--- config.mk ---
export PLATFORM = sky130hd
export DESIGN_NAME = bitmask_code_decompressor_core
export DESIGN_NICKNAME = d
export VERILOG_FILES = /design/src/sv/bmcd_pkg.sv /design/src/sv/bmcd_front.sv /design/src/sv/bmcd_queue.sv /design/src/sv/bmcd_back.sv /design/src/sv/bitmask_code_decompressor_core.sv
export SDC_FILE = /design/constraint.sdc
export NUM_CORES = 1
export LEC_CHECK = 0
export BUFFER_PORTS_ARGS = -buffer_cell sky130_fd_sc_hd__buf_2
export CORE_MARGIN = 2
export CORE_UTILIZATION = 35
export DETAILED_ROUTE_END_ITERATION = 12
export PLACE_DENSITY_LB_ADDON = 0.12
export SYNTH_ARGS = -nofsm -noshare
export SYNTH_HDL_FRONTEND = slang
export SYNTH_HIERARCHICAL = 1
export SYNTH_SLANG_ARGS = --single-unit
--- constraint.sdc ---
create_clock -name clk -period 15.8 [get_ports clk]
set_input_delay 4.74 -clock clk [delete_from_list [all_inputs] [get_ports clk]]
set_output_delay 4.74 -clock clk [all_outputs]
set_load 0.1 [all_outputs]
--- src/sv/bmcd_pkg.sv ---
// shared types, opcodes and constants of the bitmask code decompressor
package bmcd_pkg;

  // codeword opcodes
  localparam logic [2:0] OpRaw     = 3'b000;
  localparam logic [2:0] OpRepeat  = 3'b001;
  localparam logic [2:0] OpMask    = 3'b010;
  localparam logic [2:0] OpFlip1   = 3'b011;
  localparam logic [2:0] OpFlip2   = 3'b100;
  localparam logic [2:0] OpFlip4   = 3'b101;
  localparam logic [2:0] OpTwoAny  = 3'b110;
  localparam logic [2:0] OpPlain   = 3'b111;

  // input kinds carried on tuser
  localparam logic CmdLoad = 1'b0;
  localparam logic CmdBit  = 1'b1;

  // design constants
  localparam int DictEntriesDefault = 16;
  localparam int QueueDepthDefault  = 4;
  localparam int WordW              = 32;
  localparam int DictIdxW           = 4;
  localparam int CountW             = 6;
  localparam int RepW               = 3;

  // decoded work handed from front to back
  typedef struct packed {
    logic [WordW-1:0] word;
    logic             rep;
    logic [RepW-1:0]  cnt;
  } entry_t;

  // payload length in bits for each opcode
  function automatic logic [CountW-1:0] payload_len(input logic [2:0] op);
    logic [CountW-1:0] len;
    unique case (op)
      OpRaw:    len = 6'd32;
      OpRepeat: len = 6'd3;
      OpMask:   len = 6'd13;
      OpFlip1:  len = 6'd9;
      OpFlip2:  len = 6'd9;
      OpFlip4:  len = 6'd9;
      OpTwoAny: len = 6'd14;
      OpPlain:  len = 6'd4;
      default:  len = 6'd32;
    endcase
    return len;
  endfunction

endpackage

--- src/sv/bmcd_front.sv ---
// front end: dictionary store, codeword framing and word reconstruction
module bmcd_front #(
  parameter int DICT_ENTRIES = bmcd_pkg::DictEntriesDefault
) (
  input  logic                       clk,
  input  logic                       rst_n,
  input  logic                       accept,
  input  logic                       cmd,
  input  logic [bmcd_pkg::DictIdxW-1:0] dict_index,
  input  logic [bmcd_pkg::WordW-1:0] dict_word,
  input  logic                       stream_bit,
  input  logic                       end_of_stream,
  output logic                       push,
  output bmcd_pkg::entry_t           push_entry
);

  localparam int IdxW = (DICT_ENTRIES > 1) ? $clog2(DICT_ENTRIES) : 1;
  localparam logic [bmcd_pkg::DictIdxW:0] DictLimit = (bmcd_pkg::DictIdxW+1)'(DICT_ENTRIES);

  logic [bmcd_pkg::WordW-1:0]  dict_r [DICT_ENTRIES];
  logic [bmcd_pkg::WordW-1:0]  buf_r, buf_nxt;
  logic [bmcd_pkg::CountW-1:0] cnt_r, cnt_nxt;
  logic [2:0]                  op_r, op_nxt;
  logic                        bit_xfer;
  logic                        complete;
  logic [bmcd_pkg::WordW-1:0]  dword;
  logic [bmcd_pkg::WordW-1:0]  word;
  logic [4:0]                  pos_a, pos_b;
  logic [bmcd_pkg::DictIdxW-1:0] rd_idx;

  assign bit_xfer = accept && (cmd == bmcd_pkg::CmdBit);

  // framing: shift in the bit, latch the opcode on the third bit
  always_comb begin
    buf_nxt  = {buf_r[bmcd_pkg::WordW-2:0], stream_bit};
    cnt_nxt  = cnt_r + 6'd1;
    op_nxt   = (cnt_r == 6'd2) ? buf_nxt[2:0] : op_r;
    complete = bit_xfer && (cnt_r >= 6'd2) &&
               (cnt_nxt == 6'd3 + bmcd_pkg::payload_len(op_nxt));
  end

  // dictionary read, out of range reads zero
  assign rd_idx = buf_nxt[3:0];
  always_comb begin
    if ({1'b0, rd_idx} < DictLimit) begin
      dword = dict_r[rd_idx[IdxW-1:0]];
    end else begin
      dword = '0;
    end
  end

  // rebuild the instruction from the payload
  assign pos_a = buf_nxt[8:4];
  assign pos_b = buf_nxt[13:9];
  always_comb begin
    unique case (op_nxt)
      bmcd_pkg::OpRaw:    word = buf_nxt;
      bmcd_pkg::OpMask:   word = dword ^ ({buf_nxt[7:4], 28'd0} >> buf_nxt[12:8]);
      bmcd_pkg::OpFlip1:  word = dword ^ (32'h8000_0000 >> pos_a);
      bmcd_pkg::OpFlip2:  word = dword ^ (32'hC000_0000 >> pos_a);
      bmcd_pkg::OpFlip4:  word = dword ^ (32'hF000_0000 >> pos_a);
      bmcd_pkg::OpTwoAny: word = dword ^ (32'h8000_0000 >> pos_b)
                                 ^ (32'h8000_0000 >> pos_a);
      default:            word = dword;
    endcase
  end

  assign push             = complete;
  assign push_entry.word  = word;
  assign push_entry.rep   = (op_nxt == bmcd_pkg::OpRepeat);
  assign push_entry.cnt   = buf_nxt[2:0];

  // framing state
  always_ff @(posedge clk) begin
    if (!rst_n) begin
      buf_r <= '0;
      cnt_r <= '0;
      op_r  <= '0;
    end else if (bit_xfer) begin
      if (complete || end_of_stream) begin
        buf_r <= '0;
        cnt_r <= '0;
      end else begin
        buf_r <= buf_nxt;
        cnt_r <= cnt_nxt;
      end
      op_r <= op_nxt;
    end
  end

  // dictionary writes
  always_ff @(posedge clk) begin
    if (!rst_n) begin
      for (int i = 0; i < DICT_ENTRIES; i++) begin
        dict_r[i] <= '0;
      end
    end else if (accept && (cmd == bmcd_pkg::CmdLoad) && ({1'b0, dict_index} < DictLimit)) begin
      dict_r[dict_index[IdxW-1:0]] <= dict_word;
    end
  end

endmodule

--- src/sv/bmcd_queue.sv ---
// short queue of decoded entries between front and back
module bmcd_queue #(
  parameter int DEPTH = bmcd_pkg::QueueDepthDefault
) (
  input  logic             clk,
  input  logic             rst_n,
  input  logic             push,
  input  bmcd_pkg::entry_t push_entry,
  input  logic             pop,
  output logic             full,
  output logic             not_empty,
  output bmcd_pkg::entry_t head
);

  localparam int PtrW = (DEPTH > 1) ? $clog2(DEPTH) : 1;
  localparam int CntW = $clog2(DEPTH + 1);

  bmcd_pkg::entry_t    mem_r [DEPTH];
  logic [PtrW-1:0]     wr_ptr_r, rd_ptr_r;
  logic [CntW-1:0]     count_r;

  assign full      = (count_r == CntW'(DEPTH));
  assign not_empty = (count_r != '0);
  assign head      = mem_r[rd_ptr_r];

  // storage
  always_ff @(posedge clk) begin
    if (push) begin
      mem_r[wr_ptr_r] <= push_entry;
    end
  end

  // pointers and fill count
  always_ff @(posedge clk) begin
    if (!rst_n) begin
      wr_ptr_r <= '0;
      rd_ptr_r <= '0;
      count_r  <= '0;
    end else begin
      if (push) begin
        wr_ptr_r <= (wr_ptr_r == PtrW'(DEPTH - 1)) ? '0 : wr_ptr_r + 1'b1;
      end
      if (pop) begin
        rd_ptr_r <= (rd_ptr_r == PtrW'(DEPTH - 1)) ? '0 : rd_ptr_r + 1'b1;
      end
      if (push && !pop) begin
        count_r <= count_r + 1'b1;
      end else if (pop && !push) begin
        count_r <= count_r - 1'b1;
      end
    end
  end

endmodule

--- src/sv/bmcd_back.sv ---
// back end: repeat expansion, previous instruction and output register
module bmcd_back (
  input  logic                       clk,
  input  logic                       rst_n,
  input  logic                       q_valid,
  input  bmcd_pkg::entry_t           q_head,
  output logic                       q_pop,
  output logic                       out_valid,
  input  logic                       out_ready,
  output logic [bmcd_pkg::WordW-1:0] out_word,
  output logic                       out_last
);

  logic                         valid_r;
  logic [bmcd_pkg::WordW-1:0]   word_r;
  logic                         last_r;
  logic [bmcd_pkg::WordW-1:0]   prev_r;
  logic                         rep_r;
  logic [bmcd_pkg::RepW-1:0]    rem_r;
  logic                         load;

  // output slot is free or being emptied this cycle
  assign load  = !valid_r || out_ready;
  assign q_pop = load && !rep_r && q_valid;

  assign out_valid = valid_r;
  assign out_word  = word_r;
  assign out_last  = last_r;

  always_ff @(posedge clk) begin
    if (!rst_n) begin
      valid_r <= 1'b0;
      prev_r  <= '0;
      rep_r   <= 1'b0;
      rem_r   <= '0;
    end else if (load) begin
      priority if (rep_r) begin
        // ongoing repeat burst
        valid_r <= 1'b1;
        word_r  <= prev_r;
        last_r  <= (rem_r == '0);
        rep_r   <= (rem_r != '0);
        rem_r   <= rem_r - 1'b1;
      end else if (q_valid && q_head.rep) begin
        // first copy of a repeat
        valid_r <= 1'b1;
        word_r  <= prev_r;
        last_r  <= (q_head.cnt == '0);
        rep_r   <= (q_head.cnt != '0);
        rem_r   <= q_head.cnt - 1'b1;
      end else if (q_valid) begin
        // single decoded instruction
        valid_r <= 1'b1;
        word_r  <= q_head.word;
        last_r  <= 1'b1;
        prev_r  <= q_head.word;
      end else begin
        valid_r <= 1'b0;
      end
    end
  end

endmodule

--- src/sv/bitmask_code_decompressor_core.sv ---
// top level of the bitmask code decompressor
// Input channel in_*: one transfer is either a dictionary load (in_tuser 0)
// or one compressed stream bit (in_tuser 1), bits most significant first.
// in_tlast on a stream bit ends the stream: a codeword finished by that bit
// is still decoded, a partial codeword is dropped. Loads write slot
// dict_index of the dictionary at once and never produce output.
// Output channel out_*: one decompressed instruction per transfer; out_tlast
// marks the final instruction caused by one input transfer (a repeat
// codeword gives up to eight).
// The bit that completes a codeword is decoded in the accepting cycle and
// queued; the output register is loaded from the queue. Throughput is one
// input transfer per cycle while in_tready is high and one instruction per
// cycle while out_tready is high; the decoded-entry queue decouples the two,
// and in_tready drops only while that queue is full, which happens when
// repeat bursts or a stalled receiver hold the output back.
// Reset clears the dictionary, the previous instruction, framing, queue and
// output valid flag; no clearing pass is needed. A stalled receiver holds the
// current result stable.
module bitmask_code_decompressor_core #(
  parameter int DICT_ENTRIES = bmcd_pkg::DictEntriesDefault,
  parameter int QUEUE_DEPTH  = bmcd_pkg::QueueDepthDefault
) (
  input  logic        clk,
  input  logic        rst_n,
  input  logic        in_tvalid,
  output logic        in_tready,
  input  logic [39:0] in_tdata,   // dict_index[3:0], dict_word[35:4], stream_bit[36], zero pad
  input  logic        in_tuser,   // cmd
  input  logic        in_tlast,   // end_of_stream
  output logic        out_tvalid,
  input  logic        out_tready,
  output logic [31:0] out_tdata,  // instruction[31:0]
  output logic        out_tlast   // last_of_run
);

  logic             in_xfer;
  logic             push;
  bmcd_pkg::entry_t push_entry;
  logic             pop;
  logic             full;
  logic             q_valid;
  bmcd_pkg::entry_t q_head;

  assign in_tready = !full;
  assign in_xfer   = in_tvalid && in_tready;

  // front: classify and decode
  bmcd_front #(
    .DICT_ENTRIES(DICT_ENTRIES)
  ) u_front (
    .clk          (clk),
    .rst_n        (rst_n),
    .accept       (in_xfer),
    .cmd          (in_tuser),
    .dict_index   (in_tdata[3:0]),
    .dict_word    (in_tdata[35:4]),
    .stream_bit   (in_tdata[36]),
    .end_of_stream(in_tlast),
    .push         (push),
    .push_entry   (push_entry)
  );

  // decoupling queue
  bmcd_queue #(
    .DEPTH(QUEUE_DEPTH)
  ) u_queue (
    .clk       (clk),
    .rst_n     (rst_n),
    .push      (push),
    .push_entry(push_entry),
    .pop       (pop),
    .full      (full),
    .not_empty (q_valid),
    .head      (q_head)
  );

  // back: expand and deliver
  bmcd_back u_back (
    .clk      (clk),
    .rst_n    (rst_n),
    .q_valid  (q_valid),
    .q_head   (q_head),
    .q_pop    (pop),
    .out_valid(out_tvalid),
    .out_ready(out_tready),
    .out_word (out_tdata),
    .out_last (out_tlast)
  );

endmodule
# Word level (Yosys, flattened, before mapping)
# Memory sizes are Yosys's and may differ from the RTL's. A register that Yosys moved wholly into a read port is not among the register bits.
# Index checks and enable logic that the tools add are counted.
[op_classes] add_sub_neg=8 n_lt_le_gt_ge=1 n_eq_ne=11 n_shift=5 n_mux=32 bitwise=9 n_reduce_logical=30
[op_table] cell="$pmux 32 s6" count=1
[op_table] cell="$xor 32x32->32" count=6
[op_table] cell="$mux 32" count=4
[op_table] cell="$shr 32x5->32 const A" count=4
[op_table] cell="$reduce_or 32->1" count=1
[op_table] cell="$shr 32x5->32" count=1
[op_table] cell="$mux 31" count=1
[op_table] cell="$mux 1" count=15
[op_table] cell="$mux 3" count=5
[op_table] cell="$eq 3x3->1 const B" count=4
[op_table] cell="$reduce_bool 3->1" count=4
[op_table] cell="$logic_and 1x1->1" count=10
[op_table] cell="$logic_not 3->1" count=3
[op_table] cell="$sub 3x1->3 const B" count=3
[op_table] cell="$mux 2" count=4
[op_table] cell="$add 2x6->6 const A" count=1
[op_table] cell="$add 6x1->6 const B" count=1
[op_table] cell="$eq 3x2->1 const B" count=2
[op_table] cell="$eq 6x2->1 const B" count=1
[op_table] cell="$eq 6x6->1" count=1
[op_table] cell="$ge 6x2->1 const B" count=1
[op_table] cell="$mux 6" count=1
[op_table] cell="$logic_not 1->1" count=5
[op_table] cell="$add 2x1->2 const B" count=2
[op_table] cell="other kinds (10)" count=15
[totals] register_bits=117 ramBits=656 mem_bits_ro=40 input_bits=46 output_inout_bits=35 n_memories=3
[mem_list] memory="u_front.dict_r" depth=16 width=32 read_ports=1 rd_clocked_by_memory_dff=0 write_ports=16 line="bmcd_front.sv:20" text="logic [bmcd_pkg::WordW-1:0] dict_r [DICT_ENTRIES];"
[mem_list] memory="u_queue.mem_r" depth=4 width=36 read_ports=1 rd_clocked_by_memory_dff=1 write_ports=1 line="bmcd_queue.sv:18" text="bmcd_pkg::entry_t mem_r [DEPTH];"
[mem_list] memory="(no name shown)" depth=8 width=5 read_ports=1 rd_clocked_by_memory_dff=0 write_ports=0 line="bmcd_pkg.sv:36" text="unique case (op)"

# Logic depth before layout (Yosys ltp)
[depth] ltp_word=10 mapped_depth=19

# Modules after synthesis
# The synthesis kept the hierarchy.
[by_module_without_submodules] module="bmcd_front" instances=1 cells_per_inst=2069 area_per_inst_um2=28109.5 seq_area_each_um2=16175.5
[by_module_without_submodules] module="bmcd_queue" instances=1 cells_per_inst=232 area_per_inst_um2=5708.0 seq_area_each_um2=4504.3
[by_module_without_submodules] module="bmcd_back" instances=1 cells_per_inst=332 area_per_inst_um2=3066.7 seq_area_each_um2=1731.7
[by_module_without_submodules] module="bitmask_code_decompressor_core" instances=1 cells_per_inst=2 area_per_inst_um2=10.0 seq_area_each_um2=0.0

# Least setup slack after synthesis
# Ideal clock, no wire load.
[synth_path] path_type="in2reg" start="input port in_tvalid" end="memory u_front/dict_r[4][0] in the netlist's numbering, enable pin" setup_ps=466 t_arrival_ps=7841 t_required_ps=15334 path_slack_ps=7493 stages=5 path_buffers=1 cell_sequence="nor2b_1 > nand3b_1 > or3_1 > clkbuf_1 > o21ai_0"
[synth_rtl] item="from (decl)" line="bitmask_code_decompressor_core.sv:25" text="input logic in_tvalid,"
[synth_rtl] item="to (decl)" line="bmcd_front.sv:20"

# Final worst setup path
[layout_path] start="input port in_tdata[36]" end="register u_queue.count_r[2]"
[layout_between] elab_chain_cells=8
[layout_lines] item="from (decl)" line="bitmask_code_decompressor_core.sv:27" text="input logic [39:0] in_tdata,"
[layout_lines] item="$mux 3 (*)" line="bmcd_front.sv:37" text="op_nxt = (cnt_r == 6'd2) ? buf_nxt[2:0] : op_r;"
[layout_lines] item="$mem_v2 8x5 (*)"
[layout_lines] item="$add 2x6->6 (*)" line="bmcd_front.sv:39" text="(cnt_nxt == 6'd3 + bmcd_pkg::payload_len(op_nxt));"
[layout_lines] item="$eq 6x6->1 (*)" line="bmcd_front.sv:39"
[layout_lines] item="$logic_and 1x1->1 (*)" line="bmcd_front.sv:38" text="complete = bit_xfer && (cnt_r >= 6'd2) &&"
[layout_lines] item="named net push" line="bitmask_code_decompressor_core.sv:37" text="logic push;"
[layout_lines] item="$logic_not 1->1" line="bmcd_queue.sv:48" text="end else if (pop && !push) begin"
[layout_lines] item="$logic_and 1x1->1" line="bmcd_queue.sv:48"
[layout_lines] item="$reduce_bool 2->1 (no line)"
[layout_lines] item="to (signal assigned)" line="bmcd_queue.sv:47" text="count_r <= count_r + 1'b1;"
[layout_lines] item="to (signal assigned)" line="bmcd_queue.sv:49" text="count_r <= count_r - 1'b1;"
[layout_lines] item="to (decl)" line="bmcd_queue.sv:20" text="logic [CntW-1:0] count_r;"
# Mark *: on every way through the listed nets, which the timed path passes. The rest lies on a longest branch.
# A chain may end at the register's enable or synchronous reset.

==> run_results.csv <==
group,metric,value,unit
drt,via_count,22400,
die,die_y,329,µm
synthesis,synth_adder_area_share,0.393,%
sta,fin_crit_sh,52.6,%
sta,drv_slew,0,
synthesis,ys_seq_elements,775,
status,status,"finished, final reports clean",
place,pre_cts_ws,6.73,ns
synthesis,synth-main-ff-cell,"edfxtp_1",
synthesis,synth.area.top_cells,"edfxtp_1 (56%), mux4_2 (12%), and2_1 (8.9%)",
sta,setup_viol,0,
clock_network,clk_latency,0.68,ns
pwr,p_sw_share,29.6,%
synthesis,yosys_warnings,6,
clock_network,cts_sinks,775,
die,ios,81,
grt,grt_util_all_layers,20.5,%
pwr,peakVddDrop,139,µV
clock_network,ctsHoldBuffers,0,
sta,slew_headroom,14.7,%
sta,worst_slack,7.49,ns
drt,first_pass_iters,6,
synthesis,yosysUniqueCellTypes,83,
drt,ant_nets,0,
job,max_cap_viol_count,0,
setup_path,end_kind,"register",
synthesis,synth-edff-count,689,
final_layout,final_layout_size_suffix_gt1_share,18.9,%
clock_network,htree_levels,3,
synthesis,ys_seq_area_share,60.7,%
sta,fin_crit,8.31,ns
die,fp-row-count,119,
clock_network,cts_root_buffer,"clkbuf_16",
synthesis,synthSimpleGateAreaFrac,14.7,%
drt,drt_wl_total,110,mm
place,port_buffers,77,
setup_path,cp-start-kind,"input port",
pwr,leakagePower,14.1,nW
die,fp.dieW,329,µm
synthesis,synth_top_family_by_area,"simple AND/OR/NAND/NOR gates",
final_layout,nFillCells,9790,
setup_path,cpMaxStageDelayCell,"nor4_1",
setup_path,critPathKind,"input port to register",
final_layout,syn_to_final_growth,12.4,%
synthesis,synth_compound_gate_area_share,6.71,%
pwr,p_int,3.66,mW
drt,drcViolationCount,0,
place,gp_congestion,0.865,
drt,wl_per_cell,26.8,µm
clock_network,path_clk_slew,0.06,ns
synthesis,syn-num-nets,2692,
clock_network,cts_tree,"done",
sta,finalHoldViolations,0,
setup_path,path_cells,"buf_8, nor3_1, nor4_4, nor2_1, ha_1, xnor2_1, xnor2_1, and4_1, a211oi_1, nor4_1, ha_1, inv_1, fa_1, xor2_1, or3_1, a21boi_0",
pwr,netSwitchingPower,1.54,mW
setup_path,critPathMaxFanout,31,
die,coreArea,0.105,mm²
setup_path,max_stage_delay,0.99,ns
sta,max_slew.worst_pin.slew,1.28,ns
sta,fin_worst_skew,0.0356,ns
sta,fmax,120,MHz
drt,vias_per_cell,5.46,
final_layout,nets,2687,
synthesis,netlist_instances,2635,
sta,finalHoldWorstSlack,0.469,ns
grt,first_global_vias,23300,
die,start_util,35.1,%
synthesis,synth_mux_area_share,12.7,%
final_layout,post-route-util,39.5,%
grt,grt_pass1_wl,161,mm
setup_path,cp.arrival,8.89,ns
clock_network,cts_buffers,90,
pwr,p_clk_share,37.0,%
hold_path,hold_class,"register to register",
synthesis,async_flop_share,0,%
synthesis,avgSynthCellArea,14.0,µm²
synthesis,syn_area,0.0369,mm²
sta,rsz0062_at_grt,"no",
clock_network,post_cts_buffers,0,
pwr,p_comb_share,16.5,%
pwr,sequentialPowerShare,46.4,%
drt,drt_iter0_drc,1757,
die,dieArea,0.108,mm²
final_layout,final_cell_area,0.0415,mm²
place,dp_hpwl,63.2,mm
pwr,power_density,125,mW/mm²
synthesis,yosys.area_share.xor_xnor,1.79,%
clock_network,cts-resized-gates,0,
place,dpl_cell_area,0.0387,mm²
grt,antenna_found_initial,8,
grt,grt_max_degree,91,
synthesis,synth_top_area_share,56.1,%
sta,tns,0,ns
setup_path,worstPathRequired,16.38,ns
synthesis,synth_area_leader_cell,"edfxtp_1",
grt,overflow,0,
clock_network,clock_path_buffers,3,
worst max-delay path: cells and delay by family:
| family | cells | cell delay, ns |
|---|---|---|
| AO/OA/AOI/OAI | 2 | 0.24 |
| buffers and inverters | 2 | 0.36 |
| adder cells (fa/ha/maj) | 3 | 0.97 |
| XOR/XNOR | 3 | 0.53 |
| AND/OR/NAND/NOR | 6 | 2.01 |
cells in the mapped netlist, drive strengths merged, types with 10 or more instances:
master     n
nor2      78
nand4     34
o211ai    11
o21ai     44
a22o      39
edfxtp   689
o221ai    17
nor3      42
nand3     30
and2     527
mux2i     22
xnor2     47
xor2      23
nand2b    23
buf       72
mux4     195
dfxtp     86
a21o      11
o2111ai   10
nand2    174
o22ai     14
clkbuf   159
a22oi     12
inv       18
nor2b     20
ha        10
a21oi     64
o31ai     45
area by class of cell:
type,instances,area (µm²),area share (%)
Inverter,18,67.6,0.163
Timing Repair Buffer,134,836,2.02
Clock buffer,111,2350,5.67
Multi-Input combinational cell,1611,13700,33.0
Sequential cell,775,22400,54.1
Tap cell,1391,1740,4.20
Clock inverter,51,363,0.875
Antenna cell,2,5.00,0.0121
metrics by stage:
stage	cells	total power, mW
global route	4092	5.41
floorplan	2635	3.12
global placement	3929	3.31
CTS	4091	5.27
detailed placement	3929	3.33
finish	4093	5.20
cells in the final DEF (no fill, tap or decap), drive strengths merged, types with 23 or more instances in the layout:
cell | netlist | final
edfxtp | 689 | 689
and2 | 527 | 527
mux4 | 195 | 195
nand2 | 174 | 174
buf | 72 | 134
clkbuf | 159 | 111
dfxtp | 86 | 86
nor2 | 78 | 78
a21oi | 64 | 64
xnor2 | 47 | 47
o31ai | 45 | 45
o21ai | 44 | 44
nor3 | 42 | 42
a22o | 39 | 39
clkinv | 0 | 39
nand4 | 34 | 34
nand3 | 30 | 30
xor2 | 23 | 23
nand2b | 23 | 23
inv | 18 | 23
sequential cells by signal (all words and copies together) (netlist names), named ones only:
name              count
u_front/buf_r        31
u_back/prev_r        32
u_back/out_valid      1
u_front/cnt_r         6
u_back/out_last       1
u_back/rep_r          1
u_queue/rd_ptr_r      2
u_queue/count_r       3
u_back/rem_r          3
u_front/op_r          3
u_front/dict_r      512
u_queue/wr_ptr_r      2
u_back/out_word      32
u_queue/mem_r       144
per-layer routing:
layer  GRT usage, %  share of wire, %  vias up
li1               -                 -     9950
met1           25.3                41    11700
met2           37.1                52      583
met3           3.09               4.5      170
met4           5.93               2.6        8
met5              0             0.052        -
cells by family after synthesis:
family / Yosys count
buffers and inverters: 249
flip-flops: 775
multiplexers: 221
XOR/XNOR: 72
AO/OA/AOI/OAI: 339
adder cells (fa/ha/maj): 11
AND/OR/NAND/NOR: 968
power groups by stage:
stage | Combinational (mW) | Sequential, mW | Clock (mW)
global route | 0.921 | 2.43 | 2.06
finish | 0.860 | 2.41 | 1.93
floorplan | 0.424 | 2.69 | 0
CTS | 0.874 | 2.42 | 1.98
detailed placement | 0.871 | 2.46 | 0
global placement | 0.863 | 2.45 | 0
worst paths after layout:
path | start | end | slack, ns | cells past startpoint
worst min-delay path | u_back/prev_r[21] | u_back/prev_r[21] | 0.47 | 2
worst max register to register | u_front/cnt_r[0] | u_queue/count_r[2] | 10.50 | 18
worst min register to register | u_back/prev_r[21] | u_back/prev_r[21] | 0.47 | 2
worst max-delay path | in_tdata[36] | u_queue/count_r[2] | 7.49 | 16
Power figures use the tool's default switching activity.
